`src/rtl/awb_pkg.sv`:
```
package awb_pkg;

  // Defaults for the top-level parameters.
  localparam int ADC_BITS_DEF      = 12;
  localparam int FULL_SCALE_MV_DEF = 3300;

  // Fixed widths of the item fields.
  localparam int FS_W     = 12;  // full-scale millivolts fit in 12 bits
  localparam int Q_FRAC   = 4;   // fraction bits of a voltage
  localparam int VOLT_W   = 16;  // Q12.4 millivolts
  localparam int STATUS_W = 2;

  // One lane for each attenuation step of the autorange set.
  localparam int LANES = 4;

  // Pipeline depths, used for the latency figure.
  localparam int LANE_STAGES  = 3;
  localparam int MERGE_STAGES = 4;
  localparam int LATENCY      = LANE_STAGES + MERGE_STAGES + VOLT_W;

  // Status codes.
  localparam logic [STATUS_W-1:0] ST_OK     = 2'd0;
  localparam logic [STATUS_W-1:0] ST_FAILED = 2'd1;
  localparam logic [STATUS_W-1:0] ST_ZERO   = 2'd2;

  // Control that travels alongside the payload into the divider.
  typedef struct packed {
    logic                vld;
    logic [STATUS_W-1:0] status;
  } blend_ctl_t;

endpackage

```
`src/rtl/adc_autorange_weighted_blend.sv`:
```
// Blends one autorange set of four ADC readings (12, 6, 2.5 and 0 dB
// attenuation) into a single weighted mean voltage in millivolts, Q12.4.
// An item is taken at every clock edge where start is high and busy is low;
// busy is high only while rst is asserted, so a new item may be given on
// every cycle. Each item yields exactly one result, shown on blended_voltage
// and status for one cycle with done high, after the item has passed through
// the per-reading lanes, the merging stage and the pipelined divider, which
// gives one quotient bit per stage. The result cannot be held off, so the
// receiver must capture it in the cycle that done is high. The calibration_present
// register is written through cfg_write and cfg_wdata and should only be
// changed while no item is in flight.
module adc_autorange_weighted_blend
  import awb_pkg::*;
#(
  parameter int ADC_BITS      = ADC_BITS_DEF,
  parameter int FULL_SCALE_MV = FULL_SCALE_MV_DEF
) (
  input  logic                clk,
  input  logic                rst,
  input  logic                start,
  output logic                busy,
  input  logic                cfg_write,
  input  logic                cfg_wdata,
  input  logic [ADC_BITS:0]   raw_db12,
  input  logic [VOLT_W-1:0]   volts_db12,
  input  logic [ADC_BITS:0]   raw_db6,
  input  logic [VOLT_W-1:0]   volts_db6,
  input  logic [ADC_BITS:0]   raw_db2p5,
  input  logic [VOLT_W-1:0]   volts_db2p5,
  input  logic [ADC_BITS:0]   raw_db0,
  input  logic [VOLT_W-1:0]   volts_db0,
  output logic                done,
  output logic [VOLT_W-1:0]   blended_voltage,
  output logic [STATUS_W-1:0] status
);

  localparam int N  = ADC_BITS;
  localparam int DW = N + VOLT_W + 2;
  localparam int SW = N + 2;

  // The only configuration register. When clear, each voltage is derived
  // from the raw code by linear scaling to the full-scale voltage.
  logic calibration_present;

  always_ff @(posedge clk) begin
    if (rst) begin
      calibration_present <= 1'b0;
    end else if (cfg_write) begin
      calibration_present <= cfg_wdata;
    end
  end

  // The pipeline never stalls, so the block only refuses items in reset.
  assign busy = rst;

  logic accept;
  assign accept = start & ~busy;

  // Valid bits that follow the items through the lanes.
  logic [LANE_STAGES-1:0] lane_vld;

  always_ff @(posedge clk) begin
    if (rst) begin
      lane_vld <= '0;
    end else begin
      lane_vld <= {lane_vld[LANE_STAGES-2:0], accept};
    end
  end

  // Lane order follows the autorange order: 12 dB first, 0 dB last.
  logic [N:0]        raw_a   [LANES];
  logic [VOLT_W-1:0] volts_a [LANES];
  logic [LANES-1:0]  lane_fail;
  logic [N-1:0]      lane_code [LANES];
  logic [VOLT_W-1:0] lane_volt [LANES];

  assign raw_a[0]   = raw_db12;
  assign raw_a[1]   = raw_db6;
  assign raw_a[2]   = raw_db2p5;
  assign raw_a[3]   = raw_db0;
  assign volts_a[0] = volts_db12;
  assign volts_a[1] = volts_db6;
  assign volts_a[2] = volts_db2p5;
  assign volts_a[3] = volts_db0;

  for (genvar i = 0; i < LANES; i++) begin : g_lane
    awb_lane #(
      .ADC_BITS      (ADC_BITS),
      .FULL_SCALE_MV (FULL_SCALE_MV)
    ) u_lane (
      .clk   (clk),
      .cal   (calibration_present),
      .raw   (raw_a[i]),
      .volts (volts_a[i]),
      .fail  (lane_fail[i]),
      .code  (lane_code[i]),
      .volt  (lane_volt[i])
    );
  end

  // The merging stage decides which readings are in use, forms the
  // weights and the weighted sum, and sets the status.
  blend_ctl_t    merge_ctl;
  logic [DW-1:0] merge_dividend;
  logic [SW-1:0] merge_divisor;

  awb_merge #(
    .ADC_BITS (ADC_BITS)
  ) u_merge (
    .clk      (clk),
    .rst      (rst),
    .in_vld   (lane_vld[LANE_STAGES-1]),
    .fail     (lane_fail),
    .code     (lane_code),
    .volt     (lane_volt),
    .ctl      (merge_ctl),
    .dividend (merge_dividend),
    .divisor  (merge_divisor)
  );

  blend_ctl_t        div_ctl;
  logic [VOLT_W-1:0] div_quot;

  awb_div #(
    .DIVIDEND_W (DW),
    .DIVISOR_W  (SW),
    .QUOT_W     (VOLT_W)
  ) u_div (
    .clk      (clk),
    .rst      (rst),
    .in_ctl   (merge_ctl),
    .dividend (merge_dividend),
    .divisor  (merge_divisor),
    .out_ctl  (div_ctl),
    .quotient (div_quot)
  );

  // Any error forces the voltage to zero.
  assign done            = div_ctl.vld;
  assign status          = div_ctl.status;
  assign blended_voltage = (div_ctl.status == ST_OK) ? div_quot : '0;

endmodule

```
`src/rtl/awb_lane.sv`:
```
module awb_lane
  import awb_pkg::*;
#(
  parameter int ADC_BITS      = ADC_BITS_DEF,
  parameter int FULL_SCALE_MV = FULL_SCALE_MV_DEF
) (
  input  logic                clk,
  input  logic                cal,
  input  logic [ADC_BITS:0]   raw,
  input  logic [VOLT_W-1:0]   volts,
  output logic                fail,
  output logic [ADC_BITS-1:0] code,
  output logic [VOLT_W-1:0]   volt
);

  localparam int N    = ADC_BITS;
  localparam int PW   = N + FS_W;
  localparam int W0   = PW + Q_FRAC;
  localparam int QW   = VOLT_W + 1;
  localparam logic [FS_W-1:0] FS     = FS_W'(FULL_SCALE_MV);
  localparam logic [N-1:0]    FULL   = '1;
  localparam logic [W0-1:0]   MASK   = W0'(FULL);
  localparam logic [W0-1:0]   ROUNDH = W0'(FULL >> 1);

  // Stage 1: decode and scale by the full-scale voltage.
  logic          fail1;
  logic [N-1:0]  code1;
  logic [VOLT_W-1:0] volts1;
  logic          cal1;
  logic [PW-1:0] prod1;

  always_ff @(posedge clk) begin
    fail1  <= raw[N];
    code1  <= raw[N-1:0];
    volts1 <= volts;
    cal1   <= cal;
    prod1  <= PW'(raw[N-1:0]) * PW'(FS);
  end

  // Division by the full code 2^N - 1 is done by folding the high part
  // back onto the low part: x = h*2^N + l = h*(2^N - 1) + h + l.
  logic [W0-1:0] s0, s_a, s2_next;
  logic [QW-1:0] q_a, q2_next;

  always_comb begin
    s0  = {prod1, {Q_FRAC{1'b0}}} + ROUNDH;
    s_a = s0;
    q_a = '0;
    for (int i = 0; i < 2; i++) begin
      q_a = q_a + QW'(s_a >> N);
      s_a = (s_a >> N) + (s_a & MASK);
    end
    s2_next = s_a;
    q2_next = q_a;
  end

  // Stage 2.
  logic          fail2;
  logic [N-1:0]  code2;
  logic [VOLT_W-1:0] volts2;
  logic          cal2;
  logic [W0-1:0] s2;
  logic [QW-1:0] q2;

  always_ff @(posedge clk) begin
    fail2  <= fail1;
    code2  <= code1;
    volts2 <= volts1;
    cal2   <= cal1;
    s2     <= s2_next;
    q2     <= q2_next;
  end

  // Two more folds leave a remainder below twice the divisor.
  logic [W0-1:0] s_b;
  logic [QW-1:0] q_b;
  logic [VOLT_W-1:0] volt_next;

  always_comb begin
    s_b = s2;
    q_b = q2;
    for (int i = 0; i < 2; i++) begin
      q_b = q_b + QW'(s_b >> N);
      s_b = (s_b >> N) + (s_b & MASK);
    end
    if (s_b >= MASK) begin
      q_b = q_b + QW'(1);
    end
    volt_next = cal2 ? volts2 : q_b[VOLT_W-1:0];
  end

  // Stage 3.
  always_ff @(posedge clk) begin
    fail <= fail2;
    code <= code2;
    volt <= volt_next;
  end

endmodule

```
`src/rtl/awb_merge.sv`:
```
module awb_merge
  import awb_pkg::*;
#(
  parameter int ADC_BITS = ADC_BITS_DEF
) (
  input  logic                clk,
  input  logic                rst,
  input  logic                in_vld,
  input  logic [LANES-1:0]    fail,
  input  logic [ADC_BITS-1:0] code [LANES],
  input  logic [VOLT_W-1:0]   volt [LANES],
  output blend_ctl_t          ctl,
  output logic [ADC_BITS+VOLT_W+1:0] dividend,
  output logic [ADC_BITS+1:0] divisor
);

  localparam int N  = ADC_BITS;
  localparam int PW = VOLT_W + N;
  localparam int SW = N + 2;
  localparam int DW = PW + 2;
  localparam logic [N-1:0] FULL = '1;
  localparam logic [N-1:0] HALF = {1'b1, {(N-1){1'b0}}};

  // Stage 1: which readings are in use, and the weights.
  logic [LANES-1:0]  use_r;
  logic              err_next;
  logic [N-1:0]      c   [LANES];
  logic [N-1:0]      w_next [LANES];
  logic [VOLT_W-1:0] v_next [LANES];
  logic [N-1:0]      dist1, dist2, tail;

  always_comb begin
    use_r[0] = 1'b1;
    for (int i = 1; i < LANES; i++) begin
      use_r[i] = use_r[i-1] & ~fail[i-1] & (code[i-1] != FULL);
    end
    err_next = |(use_r & fail);
    for (int i = 0; i < LANES; i++) begin
      c[i]      = use_r[i] ? code[i] : FULL;
      v_next[i] = use_r[i] ? volt[i] : '0;
    end
    dist1 = (c[1] >= HALF) ? c[1] - HALF : HALF - c[1];
    dist2 = (c[2] >= HALF) ? c[2] - HALF : HALF - c[2];
    tail  = FULL - c[3];
    w_next[0] = (c[0] < HALF) ? c[0] : HALF;
    w_next[1] = HALF - dist1;
    w_next[2] = HALF - dist2;
    w_next[3] = (tail < HALF) ? tail : HALF;
  end

  logic              vld1, vld2, vld3;
  logic              err1, err2, err3;
  logic [N-1:0]      w1 [LANES];
  logic [VOLT_W-1:0] v1 [LANES];

  always_ff @(posedge clk) begin
    if (rst) begin
      vld1 <= 1'b0;
      vld2 <= 1'b0;
      vld3 <= 1'b0;
    end else begin
      vld1 <= in_vld;
      vld2 <= vld1;
      vld3 <= vld2;
    end
  end

  always_ff @(posedge clk) begin
    err1 <= err_next;
    w1   <= w_next;
    v1   <= v_next;
  end

  // Stage 2: one product per lane and the weight sum.
  logic [PW-1:0] prod2 [LANES];
  logic [SW-1:0] wsum2;

  always_ff @(posedge clk) begin
    err2 <= err1;
    for (int i = 0; i < LANES; i++) begin
      prod2[i] <= PW'(v1[i]) * PW'(w1[i]);
    end
    wsum2 <= SW'(w1[0]) + SW'(w1[1]) + SW'(w1[2]) + SW'(w1[3]);
  end

  // Stage 3: pair sums.
  logic [PW:0]   p01, p23;
  logic [SW-1:0] wsum3;

  always_ff @(posedge clk) begin
    err3  <= err2;
    p01   <= (PW+1)'(prod2[0]) + (PW+1)'(prod2[1]);
    p23   <= (PW+1)'(prod2[2]) + (PW+1)'(prod2[3]);
    wsum3 <= wsum2;
  end

  // Stage 4: total with half the divisor added for rounding, and status.
  logic [STATUS_W-1:0] status_next;

  always_comb begin
    priority if (err3) begin
      status_next = ST_FAILED;
    end else if (wsum3 == '0) begin
      status_next = ST_ZERO;
    end else begin
      status_next = ST_OK;
    end
  end

  always_ff @(posedge clk) begin
    if (rst) begin
      ctl.vld <= 1'b0;
    end else begin
      ctl.vld <= vld3;
    end
  end

  always_ff @(posedge clk) begin
    ctl.status <= status_next;
    dividend   <= DW'(p01) + DW'(p23) + DW'(wsum3 >> 1);
    divisor    <= wsum3;
  end

endmodule

```
`src/rtl/awb_div.sv`:
```
module awb_div
  import awb_pkg::*;
#(
  parameter int DIVIDEND_W = 30,
  parameter int DIVISOR_W  = 14,
  parameter int QUOT_W     = VOLT_W
) (
  input  logic                  clk,
  input  logic                  rst,
  input  blend_ctl_t            in_ctl,
  input  logic [DIVIDEND_W-1:0] dividend,
  input  logic [DIVISOR_W-1:0]  divisor,
  output blend_ctl_t            out_ctl,
  output logic [QUOT_W-1:0]     quotient
);

  // Restoring division, one quotient bit per stage, most significant first.
  blend_ctl_t            ctl_s [QUOT_W+1];
  logic [DIVIDEND_W-1:0] rem_s [QUOT_W+1];
  logic [DIVISOR_W-1:0]  d_s   [QUOT_W+1];
  logic [QUOT_W-1:0]     q_s   [QUOT_W+1];

  assign ctl_s[0] = in_ctl;
  assign rem_s[0] = dividend;
  assign d_s[0]   = divisor;
  assign q_s[0]   = '0;

  for (genvar j = 0; j < QUOT_W; j++) begin : g_stage
    localparam int K = QUOT_W - 1 - j;
    logic [DIVIDEND_W-1:0] trial;
    logic                  ge;

    assign trial = DIVIDEND_W'(d_s[j]) << K;
    assign ge    = (rem_s[j] >= trial);

    always_ff @(posedge clk) begin
      if (rst) begin
        ctl_s[j+1].vld <= 1'b0;
      end else begin
        ctl_s[j+1].vld <= ctl_s[j].vld;
      end
    end

    always_ff @(posedge clk) begin
      ctl_s[j+1].status <= ctl_s[j].status;
      d_s[j+1]          <= d_s[j];
      rem_s[j+1]        <= ge ? rem_s[j] - trial : rem_s[j];
      q_s[j+1]          <= q_s[j] | (ge ? QUOT_W'(1) << K : QUOT_W'(0));
    end
  end

  assign out_ctl  = ctl_s[QUOT_W];
  assign quotient = q_s[QUOT_W];

endmodule

```
`config.mk`:
```
export PLATFORM = sky130hd
export DESIGN_NAME = adc_autorange_weighted_blend
export DESIGN_NICKNAME = d
export VERILOG_FILES = /design/src/rtl/awb_pkg.sv /design/src/rtl/adc_autorange_weighted_blend.sv /design/src/rtl/awb_lane.sv /design/src/rtl/awb_merge.sv /design/src/rtl/awb_div.sv
export SDC_FILE = /design/constraint.sdc
export NUM_CORES = 2
export LEC_CHECK = 0
export BUFFER_PORTS_ARGS = -buffer_cell sky130_fd_sc_hd__buf_2
export CELL_PAD_IN_SITES_DETAIL_PLACEMENT = 2
export CELL_PAD_IN_SITES_GLOBAL_PLACEMENT = 2
export CORE_MARGIN = 2
export CORE_UTILIZATION = 38
export DETAILED_ROUTE_END_ITERATION = 8
export GPL_ROUTABILITY_DRIVEN = 0
export PLACE_DENSITY_LB_ADDON = 0.1
export SKIP_LAST_GASP = 1
export SLEW_MARGIN = 20
export SYNTH_ARGS = -nofsm -noshare
export SYNTH_HDL_FRONTEND = slang
export SYNTH_HIERARCHICAL = 1
export SYNTH_SLANG_ARGS = --single-unit
```
`constraint.sdc`:
```
create_clock -name clk -period 5.6 [get_ports clk]
set_input_delay 0 -clock clk [delete_from_list [all_inputs] [get_ports clk]]
set_output_delay 0 -clock clk [all_outputs]
set_load 0.01 [all_outputs]
```
# Word-level counts from Yosys, hierarchy flattened
# Memory sizes are Yosys's and may differ from the RTL's.
# Index checks and enable logic that the tools add are counted.
[op_classes]
n_bitwise = 26
muxes = 46
mul = 8
reduce_logical = 3
order_cmp = 24
add_sub_neg = 65
eq_ne = 3
shifts = 0
div_mod_pow = 0
[op_table]
columns = ["op", "count"]
rows = [
  ["30-bit two-way mux", 15],
  ["16-bit OR", 15],
  ["16-bit by 12-bit adder with 17-bit output", 12],
  ["16-bit two-way mux", 10],
  ["16-bit by 5-bit adder with 16-bit output", 8],
  ["28-bit by 11-bit adder with 28-bit output, second input constant", 4],
  ["16-bit by 12-bit multiplier with 28-bit output", 4],
  ["12-bit by 10-bit multiplier with 22-bit output, second input constant", 4],
  ["12-bit two-way mux", 6],
  ["16-bit by 1-bit adder with 16-bit output, second input constant", 4],
  ["16-bit adder", 4],
  ["12-bit subtractor, first input constant", 5],
  ["28-bit by 28-bit adder with 29-bit output", 2],
  ["5-bit by 12-bit adder with 13-bit output", 4],
  ["13-bit by 12-bit greater-or-equal comparator with 1-bit output, second input constant", 4],
  ["12-bit != test, second input constant", 3],
  ["29-bit by 29-bit adder with 30-bit output", 1],
  ["30-bit by 13-bit adder with 30-bit output", 1],
  ["30-bit by 14-bit greater-or-equal comparator with 1-bit output", 1],
  ["30-bit by 15-bit greater-or-equal comparator with 1-bit output", 1],
  ["30-bit by 16-bit greater-or-equal comparator with 1-bit output", 1],
  ["30-bit by 17-bit greater-or-equal comparator with 1-bit output", 1],
  ["30-bit by 18-bit greater-or-equal comparator with 1-bit output", 1],
  ["30-bit by 19-bit greater-or-equal comparator with 1-bit output", 1],
  ["other kinds (50)", 63],
]
[totals]
latchBits = 0
n_memories = 1
word_cells = 328
rom_bits = 0
register_bits = 1833
ram_bits = 112
out_inout_bits = 20
input_bits = 121
[mem_list]
columns = ["memory", "depth", "width", "read_ports", "rd_ports_with_merged_regs", "wr", "line_no", "source"]
rows = [
  ["u_merge.prod2", 4, 28, 4, 0, 4, "awb_merge.sv:75", "logic [PW-1:0] prod2 [LANES];"],
]

# Longest topological paths before layout
[logic_depth]
word_depth = 9
depth_mapped = 27
ltp_nobuf = 26

# Modules after synthesis
# Netlist, hierarchy kept.
[modules_own_cells]
columns = ["module", "cells_each", "seq_area_each_um2", "n_inst", "area_each_um2"]
rows = [
  ["awb_merge", 4256, 7267.0, 1, 38943.6],
  ["awb_div", 3336, 16896.2, 1, 33454.6],
  ["awb_lane at g_lane[1].u_lane ...", 821, 2742.6, 3, 7995.2],
  ["awb_lane at g_lane[0].u_lane", 849, 2742.6, 1, 8194.1],
  ["adc_autorange_weighted_blend", 28, 80.1, 1, 254.0],
]

# Least setup slack after synthesis
# No wires, ideal clock.
[synth_timing]
path_kind = "reg-to-reg"
from = "register u_merge/w1[39] (netlist name)"
to = "memory u_merge/prod2[0][26] (netlist name)"
setup_time_ns = 0.062
arrival_time_ns = 5.241
setup_slack_ns = 0.297
path_buffers = 1
period_less_slack_ns = 5.303
stages_incl_launch_ff = 20
required_ns = 5.538
cell_sequence = "dfxtp_1 > clkbuf_1 > nand2_1 > fa_1 > fa_1 > inv_1 > fa_1 > fa_1 > inv_1 > fa_1 > inv_1 > ha_1 > a21o_1 > a21oi_1 > nand3b_1 > or3_1 > nor3_1 > o31ai_1 > or4_1 > nand3_1"
[synth_rtl]
columns = ["element", "line_no", "source"]
rows = [
  ["start, declared", "awb_merge.sv:53", "logic [N-1:0] w1 [LANES];"],
  ["start signal, assigned", "awb_merge.sv:70", "w1 <= w_next;"],
  ["end, declared", "awb_merge.sv:75", ""],
]

==> impl_metrics.ini <==
[global_routing]
antenna_found_initial = 14
grt_pass1_wl_um = 498000
grt_max_degree = 35
first_global_vias = 88900
grt_util_all_layers_pct = 22.1
grt_overflow_total = 0

[timing]
fin_ws_ns = 0.169
tns_ns = 0
max_freq_mhz = 184
drv_slew = 0
fin_worst_skew_ns = 0.104
tightest_slew_ns = 1.25
finalCriticalPeriod_ns = 5.43
finalHoldViolCount = 0
period_share_pct = 97.0
setup_viol = 0
relSlewSlack_pct = 14.3

[worst_setup_path]
critPathArrivalTime_ns = 6.15
cp_slowest_cell = fa_1
endpoint = u_merge/prod2[3][24]
r2r_slack_ns = 0.17
end_kind = flop
worstSetupPathType = flop to flop
startpoint_type = flop
crit_path_start = u_merge/v1[3]
path_cells = and2_1, fa_1, inv_1, fa_1, inv_1, fa_1, fa_1, inv_1, fa_1, inv_1, ha_1, a211oi_1, a211oi_2, or3_1, a31oi_2, nand2b_1, a21oi_1
max_stage_delay_ns = 0.59
path_max_fanout = 8
r2r-start = u_merge/v1[3]
reg2reg_to = u_merge/prod2[3][24]
critPathRequiredTime_ns = 6.32
reg2reg_depth = 17
path_common_cell = fa_1

[layout]
final_util_pct = 44.0
final_nets = 13300
multi_input_area_sq_um = 63400
nFillCells = 28900
layout_common_cells = dfxtp_1 (1708), inv_1 (1425), nand2_1 (1015)
seqCellArea_sq_um = 35300
layout_commonest_cell = dfxtp_1
drive_gt1_share_pct = 9.46
fin_cells = 15300
area_growth_pct = 15.1

[die]
initial_core_util_pct = 38.2
die_area_sq_um = 280000
rows = 192
io_pins = 141
die_w_um = 529
dieHeight_um = 529
fp.coreArea_sq_um = 274000

[pwr]
total_leakage_power_uw = 0.0547
power.total_uw = 75500
p_per_area_nw_per_um2 = 626
vdd_drop_max_uv = 545

[synth]
synth-edff-count = 0
synth_area_leader_cell = dfxtp_1
yosys_warnings = 6
synthArstFlopShare_pct = 0
synth.avg_cell_area_sq_um = 9.59
ys.flop_type = dfxtp_1
yosysTopAreaCellShare_pct = 33.6
seq_area_frac_synth_pct = 33.6
synth_fp_nets = 12800
ys_ff_latch = 1759
synth_area_sq_um = 105000
synthDistinctLibCells = 138
syn_inst = 10900
synth_area_leaders = dfxtp_1 (34%), fa_1 (14%), ha_1 (12%)

[job]
max-cap-violations = 0

[place]
post-place-ws_ns = -0.115
dp_hpwl_um = 247000
placed_cells = 14700
numPortBuffers = 140

[outcome]
status = finished clean

[hold_path]
min_path_type = input pin to flop

[clocking]
htreeDepth = 4
cts_tree = done
cts_root_buffer = clkbuf_16
cts.sinks = 1759
worstSkewPairLatency_ns = 0.93
cts_made_buffers = 205
cts_buffer_depth = 4
clk_pin_slew_worst_paths_ns = 0.06

[route]
drc_errors = 0
finalWirelength_um = 312000
num_vias = 77700
routed_via_density = 5.08
drt-initial-drc-count = 2528
wl_per_cell_um = 20.4
firstDrtPassIters = 7
drtAntennaViolNets = 0
## Yosys cell counts (38+ instances only)
cell type  instances
dfxtp_1         1759
inv_1           1425
nand2_1         1015
ha_1             981
fa_1             751
nor2_1           543
xnor2_1          524
a21oi_1          462
and2_1           367
o21ai_0          339
xor2_1           306
clkbuf_1         219
nor3_1           185
nand3_1          174
a21o_1           144
nor2b_1          120
o21a_1           103
nand4_1          102
mux2_2            75
nor4_1            71
and3_1            70
or3_1             70
nand2b_1          67
a211oi_1          65
o21bai_1          57
o31ai_1           57
a31oi_1           49
nand3b_1          38
o211ai_1          38
or4_1             38
## final cells by class
| class | count | share of cell area (%) |
|---|---|---|
| Tap cell | 3686 | 3.82 |
| Clock buffer | 265 | 4.73 |
| Antenna cell | 7 | 0.0145 |
| Sequential cell | 1759 | 29.3 |
| Timing Repair Buffer | 605 | 4.01 |
| Inverter | 1426 | 4.44 |
| Clock inverter | 108 | 1.20 |
| Multi-Input combinational cell | 7452 | 52.5 |
## cell families (layout without fill, tap and decap cells)
family	Yosys count	after routing	share of synthesized area, %
flip-flops	1759	1759	33.6
XOR/XNOR	834	834	7.01
adder cells (fa/ha/maj)	1732	1732	26.1
buffers and inverters	1721	2404	6.33
multiplexers	98	98	1.04
AO/OA/AOI/OAI	1654	1654	10.6
AND/OR/NAND/NOR	3134	3134	15.4
other	0	7	0
## sequential cells by signal (all words and copies together) (netlist names), 16 cells and up
register	cells
u_div/d_s	210
g_lane.u_lane/volts2	64
g_lane.u_lane/prod1	76
u_div/ctl_s	45
u_merge/w1	48
u_merge/p01	29
u_div/q_s	120
u_div/rem_s	450
u_merge/p23	29
g_lane.u_lane/code	48
u_merge/dividend	30
g_lane.u_lane/volts1	64
u_merge/v1	64
g_lane.u_lane/s2	52
g_lane.u_lane/q2	64
u_div/quotient	16
g_lane.u_lane/code1	48
g_lane.u_lane/volt	64
g_lane.u_lane/code2	48
u_merge/prod2	112
## through the flow
stage	hold WS, ns	cell area, sq um
3_5_place_dp	0.104	111000
5_1_grt	0.0862	121000
2_1_floorplan	0.0277	105000
3_3_place_gp	0.102	111000
6_report	0.112	121000
4_1_cts	0.00215	120000
## power breakdown
| part | leakage (uW) | total (uW) | internal (uW) | switching, uW |
|---|---|---|---|---|
| combinational | 0.0365 | 40200 | 17300 | 22800 |
| sequential | 0.0147 | 21300 | 17400 | 3930 |
| clock | 0.00350 | 14100 | 8400 | 5650 |
| total | 0.0547 | 75500 | 43100 | 32400 |
## routing by layer
layer	track usage, %	vias up	part of all wire [%]
li1	-	37300	-
met1	26.8	39400	43
met2	41.7	711	53
met3	1.96	377	2.0
met4	5.54	4	2.4
met5	0	-	0.0093
## worst min-delay path by stage
stage | startpoint | slack (ns) | end | cells after the start
after floorplan | raw_db12[0] | 0.03 | g_lane[0].u_lane/code1[0] | 0
after global placement | volts_db2p5[5] | 0.10 | g_lane[2].u_lane/volts1[5] | 1
after detailed placement | volts_db2p5[11] | 0.10 | g_lane[2].u_lane/volts1[11] | 1
after CTS | raw_db6[3] | 0.002 | g_lane[1].u_lane/prod1[5] | 3
after global routing | raw_db6[3] | 0.09 | g_lane[1].u_lane/prod1[5] | 3
final | raw_db6[3] | 0.11 | g_lane[1].u_lane/prod1[5] | 3
## repair_timing
item | CTS | global route
setup buffers | 0 | 7
resized for setup | 7 | 119
endpoints found under the hold margin | 181 | 0
endpoints found under the setup margin | 4 | 82
hold buffers | 241 | 0
pin swaps | 0 | 11
## critical path, delay by kind of cell, from the launching register on
| kind | cells | cell delay, ns |
|---|---|---|
| fa+ha+maj | 6 | 3.00 |
| compound gates | 4 | 0.85 |
| simple gates | 3 | 0.78 |
| flops | 1 | 0.40 |
| buf+inv | 4 | 0.27 |
No activity file was read; power rests on OpenSTA's default activity.
